`src/rtl/core/aecc_pkg.sv`:
```
// Shared types, constants and helpers for the echo / clip / crush core.
// No dependencies; the top level, ring and mix files in rtl/core import this package.
`timescale 1ns / 1ps
`default_nettype none

package aecc_pkg;

    localparam int RING_LENGTH = 4096;
    localparam int RING_AW     = (RING_LENGTH > 1) ? $clog2(RING_LENGTH) : 1;

    localparam logic [1:0] MODE_DIST  = 2'd0;
    localparam logic [1:0] MODE_CRUSH = 2'd1;

    localparam logic [2:0] CFG_EFFECT_MODE = 3'd0;
    localparam logic [2:0] CFG_DRIVE_GAIN  = 3'd1;
    localparam logic [2:0] CFG_CLIP_LEVEL  = 3'd2;
    localparam logic [2:0] CFG_CRUSH_BITS  = 3'd3;
    localparam logic [2:0] CFG_ECHO_LAG    = 3'd4;
    localparam logic [2:0] CFG_ECHO_GAIN   = 3'd5;

    localparam logic signed [31:0] SAT_MAX = 32'sd32767;
    localparam logic signed [31:0] SAT_MIN = -32'sd32768;
    localparam int                 Q_SHIFT = 15;

    typedef struct packed {
        logic [1:0]         effect_mode;
        logic [7:0]         drive_gain;
        logic [14:0]        clip_level;
        logic [4:0]         crush_bits;
        logic [15:0]        echo_lag;
        logic signed [15:0] echo_gain;
    } t_cfg;

    // pipeline advance strobes
    typedef struct packed {
        logic accept;
        logic move1;
        logic move2;
    } t_ctl;

    // stage 0 contents: captured item plus ring read result
    typedef struct packed {
        logic signed [15:0] sample;
        logic [1:0]         mode;
        logic               eob;
        logic [1:0]         keep;
        logic signed [15:0] dly;
        logic               hit;
    } t_s0;

    function automatic logic is_echo(input logic [1:0] mode);
        return (mode != MODE_DIST) && (mode != MODE_CRUSH);
    endfunction

endpackage

`default_nettype wire

```
`src/rtl/core/aecc_mix.sv`:
```
// Shared multiplier stage and final clip / crush / saturate stage.
// Depends on aecc_pkg.
`timescale 1ns / 1ps
`default_nettype none

module aecc_mix (
    input  logic               i_clk,
    input  aecc_pkg::t_cfg     i_cfg,
    input  aecc_pkg::t_ctl     i_ctl,
    input  aecc_pkg::t_s0      i_s0,
    output logic signed [15:0] o_sample,
    output logic               o_eob,
    output logic [1:0]         o_keep
);
    import aecc_pkg::*;

    logic signed [31:0] r1_prod;
    logic signed [15:0] r1_sample;
    logic [1:0]         r1_mode;
    logic               r1_eob;
    logic [1:0]         r1_keep;

    logic signed [16:0] w_opa, w_opb;
    logic signed [33:0] w_mul;
    logic signed [31:0] w_lim, w_mixed;
    logic [15:0]        w_mask;
    logic signed [15:0] w_y;

    // one multiplier: delayed * echo gain, or sample * drive gain
    always_comb begin
        if (is_echo(i_s0.mode)) begin
            w_opa = 17'(i_s0.dly);
            w_opb = 17'(i_cfg.echo_gain);
        end else begin
            w_opa = 17'(i_s0.sample);
            w_opb = $signed({9'd0, i_cfg.drive_gain});
        end
        w_mul = w_opa * w_opb;
    end

    always_ff @(posedge i_clk) begin
        if (i_ctl.move1) begin
            r1_prod   <= 32'(w_mul);
            r1_sample <= i_s0.sample;
            r1_mode   <= i_s0.mode;
            r1_eob    <= i_s0.eob;
            r1_keep   <= i_s0.keep;
        end
    end

    always_comb begin
        w_lim   = $signed({17'd0, i_cfg.clip_level});
        w_mixed = 32'(r1_sample) + (r1_prod >>> Q_SHIFT);
        w_mask  = (i_cfg.crush_bits >= 5'd16) ? 16'd0 : (16'hFFFF << i_cfg.crush_bits);
        unique case (r1_mode)
            MODE_DIST: begin
                if (r1_prod > w_lim) begin
                    w_y = 16'(w_lim);
                end else if (r1_prod < -w_lim) begin
                    w_y = 16'(-w_lim);
                end else begin
                    w_y = 16'(r1_prod);
                end
            end
            MODE_CRUSH: begin
                w_y = $signed(r1_sample & w_mask);
            end
            default: begin
                if (w_mixed > SAT_MAX) begin
                    w_y = 16'(SAT_MAX);
                end else if (w_mixed < SAT_MIN) begin
                    w_y = 16'(SAT_MIN);
                end else begin
                    w_y = 16'(w_mixed);
                end
            end
        endcase
    end

    always_ff @(posedge i_clk) begin
        if (i_ctl.move2) begin
            o_sample <= w_y;
            o_eob    <= r1_eob;
            o_keep   <= r1_keep;
        end
    end

endmodule

`default_nettype wire

```
`config.mk`:
```
export PLATFORM = sky130hd
export DESIGN_NAME = aecc_mix
export DESIGN_NICKNAME = d
export VERILOG_FILES = /design/src/rtl/core/aecc_pkg.sv /design/src/rtl/core/aecc_mix.sv
export SDC_FILE = /design/constraint.sdc
export NUM_CORES = 1
export LEC_CHECK = 0
export BUFFER_PORTS_ARGS = -buffer_cell sky130_fd_sc_hd__clkbuf_2
export CAP_MARGIN = 20
export CORE_AREA = 2 2 233 235
export DETAILED_ROUTE_END_ITERATION = 16
export DIE_AREA = 0 0 235 237
export GPL_ROUTABILITY_DRIVEN = 1
export GPL_TIMING_DRIVEN = 0
export PLACE_DENSITY = 0.47
export SKIP_LAST_GASP = 1
export SLEW_MARGIN = 20
export SYNTH_ARGS = -nofsm -noshare
export SYNTH_HDL_FRONTEND = slang
export SYNTH_SLANG_ARGS = --single-unit
```
`constraint.sdc`:
```
create_clock -name i_clk -period 7.8 [get_ports i_clk]
set_clock_uncertainty 0.2 [all_clocks]
set_input_delay 0.39 -clock i_clk [delete_from_list [all_inputs] [get_ports i_clk]]
set_output_delay 0.39 -clock i_clk [all_outputs]
set_load 0.05 [all_outputs]
```
==> results.cfg <==
[cts]
postCtsHoldBufs = 0
cts_tree = yes
cts.clk_slew.worst_paths_ns = 0.06
clock_tree.buffer_depth = 2
cts-root-buf = clkbuf_16
clkLatencyLatePin_ns = 0.35
numCtsBuffers = 9
cts_sinks = 72
h-tree-depth = 3

[grt]
grt_usage_pct = 17.6
grt_antenna_before_repair = 0
grt_max_degree = 54
grt_overflow = 0
grt_pass1_vias = 13000
grt_pass1_wl_um = 75900

[layout]
n_antenna_cell = 0
layout-drive-gt1-share_pct = 10.4
syn2layout_area_growth_pct = 11.9
multi_input_area_um2 = 12100
final_cells = 2489
nFillCells = 5585
final_nets = 2315
seq_area_um2 = 2160

[detailed_routing]
drt_iter0_markers = 818
wl_um = 47600
vias_per_cell = 4.81
vias = 12000
drt_pre_antenna_iters = 6
ant_nets = 0
route.detailed.drc = 0
wire_per_inst_um = 19.1

[floorplanning]
die_h_um = 237
start_util_pct = 29.6
fp.dieW_um = 235
core_area_um2 = 53300
io-pin-count = 123
dieArea_um2 = 55700
num_rows = 85

[sta]
final.setup.tns_ns = 0
max_freq_mhz = 135
min_period_over_period_pct = 95.0
fin_crit_ns = 7.41
rsz0062_at_grt = false
setup_viol = 0
drv_slew = 0
final_hold_viol_count = 0
tightest_slew_ns = 1.00
relSlewSlack_pct = 31.4

[hold_path]
worstHoldPathType = in2reg
hold_start = i_s0[19]
holdPathStages = 1

[synth]
synth_edf_count = 72
syn_area_per_cell_um2 = 9.36
synth_top_cell_by_area = fa_1
ys_types = 70
synthCells = 1682
ys_seq_elements = 72
synth-async-reset-ratio_pct = 0
synth_top_area_share_pct = 35.1
synth-main-ff-cell = edfxtp_1
synth_fp_nets = 2209
synth-warning-count = 0
yosysSeqAreaShare_pct = 13.7
synthTopCellsByArea = fa_1 (35%), edfxtp_1 (14%), ha_1 (12%), inv_1 (8.7%), nor2_1 (3.5%)
synth_area_um2 = 15700

[job]
maxCapViolCount = 0

[placement]
globalplace.congestion = 0.893
dpl.hpwl_um = 40800
io_buffers = 89
place_inst = 2468

[outcome]
outcome = complete, no violations

[critical_path]
arrival_ns = 7.37
worst-setup-path-type = in2reg
cp-startpoint = i_s0[21]
cp_slowest_stage_delay_ns = 0.58
critPathLaunchType = primary input
critPathCaptureType = register
slowest_stage = fa_1
worstPathRequired_ns = 7.76
path_cells = buf_6, buf_4, buf_8, buf_4, mux2_2, nand2_1, fa_1, fa_1, fa_1, fa_1, inv_1, fa_1, fa_1, ha_1, buf_2, a21oi_1, o221ai_1, a221o_1, a21oi_1, o41a_2, o221ai_2, o41ai_4, nor2_1, a211oi_1
cp.depth = 24
critPathMostFrequentCell = fa_1
r2r-start = r1_prod[13]
crit_fanout = 11
r2r.worst_path.cells = 10
path_buf_inv = 6
critPathTopFamily = adder cells
-- final timing paths --
check,end,slack [ns]
min,r1_eob,0.02
max,r1_prod[31],0.39
min reg2reg,o_keep[0],0.22
max reg2reg,o_sample[9],4.04
-- area by class of cell --
class | instances | area share, %
clock inverters | 6 | 0.525
flip-flops and latches | 72 | 12.3
clock buffers | 10 | 1.30
repair buffers | 96 | 2.99
plain buffers | 57 | 1.47
well taps | 696 | 4.94
inverters | 364 | 7.77
multi-input cells | 1188 | 68.7
-- synth_stat cells (7+ instances only) --
cell	count
a21oi_1	37
nor3_1	20
xnor2_1	48
ha_1	147
clkbuf_1	52
nand2b_1	24
xor2_1	9
and3_1	45
inv_1	364
nor4_1	20
mux2_2	19
a211o_1	15
mux2i_1	29
a32oi_1	10
nand2_1	132
a21o_1	24
nor2_1	148
o21ai_1	9
and2_1	11
or2_2	13
nand3_1	28
nand4_1	7
edfxtp_1	72
fa_1	276
o21ai_0	32
-- flip-flops by register name (all words and copies together), names as in the netlist --
signal and flops:
r1_mode 2, r1_prod 32, r1_sample 16, o_keep 2
r1_keep 2, o_eob 1, o_sample 16, r1_eob 1
-- metrics by stage --
stage	hold WS (ns)	util [%]	worst slack, ns	area, um^2
2_1_floorplan	0.200	-	0.320	15700
4_1_cts	0.00682	32.8	0.0295	17500
3_5_place_dp	0.207	32.1	-1.93	17100
6_report	0.0241	33.1	0.389	17600
3_3_place_gp	0.207	32.0	-2.20	17100
5_1_grt	0.0138	33.1	0.0762	17600
-- cells in the final DEF (no fill, tap or decap), types with 10 or more instances in the layout --
master / instances
nand2_1: 132
ha_1: 147
fa_1: 275
a211o_1: 15
nor4_1: 20
a21oi_1: 37
nor3_1: 20
and3_1: 45
mux2_2: 19
clkbuf_2: 91
a32oi_1: 10
mux2i_1: 18
nor2_1: 148
edfxtp_1: 72
o21ai_0: 32
nand2b_1: 24
inv_1: 363
a21o_1: 24
clkbuf_1: 43
nand3_1: 28
or2_2: 13
xnor2_1: 48
and2_1: 11
-- layer usage --
layer	up-vias	global-route usage, %	routed length (um)
li1	5604	-	-
met1	6018	24.3	22500
met2	294	29.2	21900
met3	68	1.47	1670
met4	0	5.58	1450
met5	-	0	0
-- kinds of logic (layout without fill, tap and decap cells) --
kind of cell | after synthesis | in the layout | synth area share, %
DFF | 72 | 72 | 13.7
buffers and inverters | 422 | 533 | 10.2
adders and majority gates | 423 | 423 | 46.8
AOI/OAI and AO/OA | 193 | 193 | 9.08
xor gates and xnor gates | 57 | 57 | 3.17
muxes | 48 | 48 | 3.20
and+or+nand+nor | 467 | 467 | 13.9
-- what timing repair did --
action / CTS / global route
gates resized for setup: 22 / 27
setup buffers: 1 / 5
pin swaps: 0 / 1
setup endpoints to repair: 19 / 5
Power is left out: the tool's default activity adds up to more than one toggle a clock period on the data nets, which glitch-free logic cannot reach.
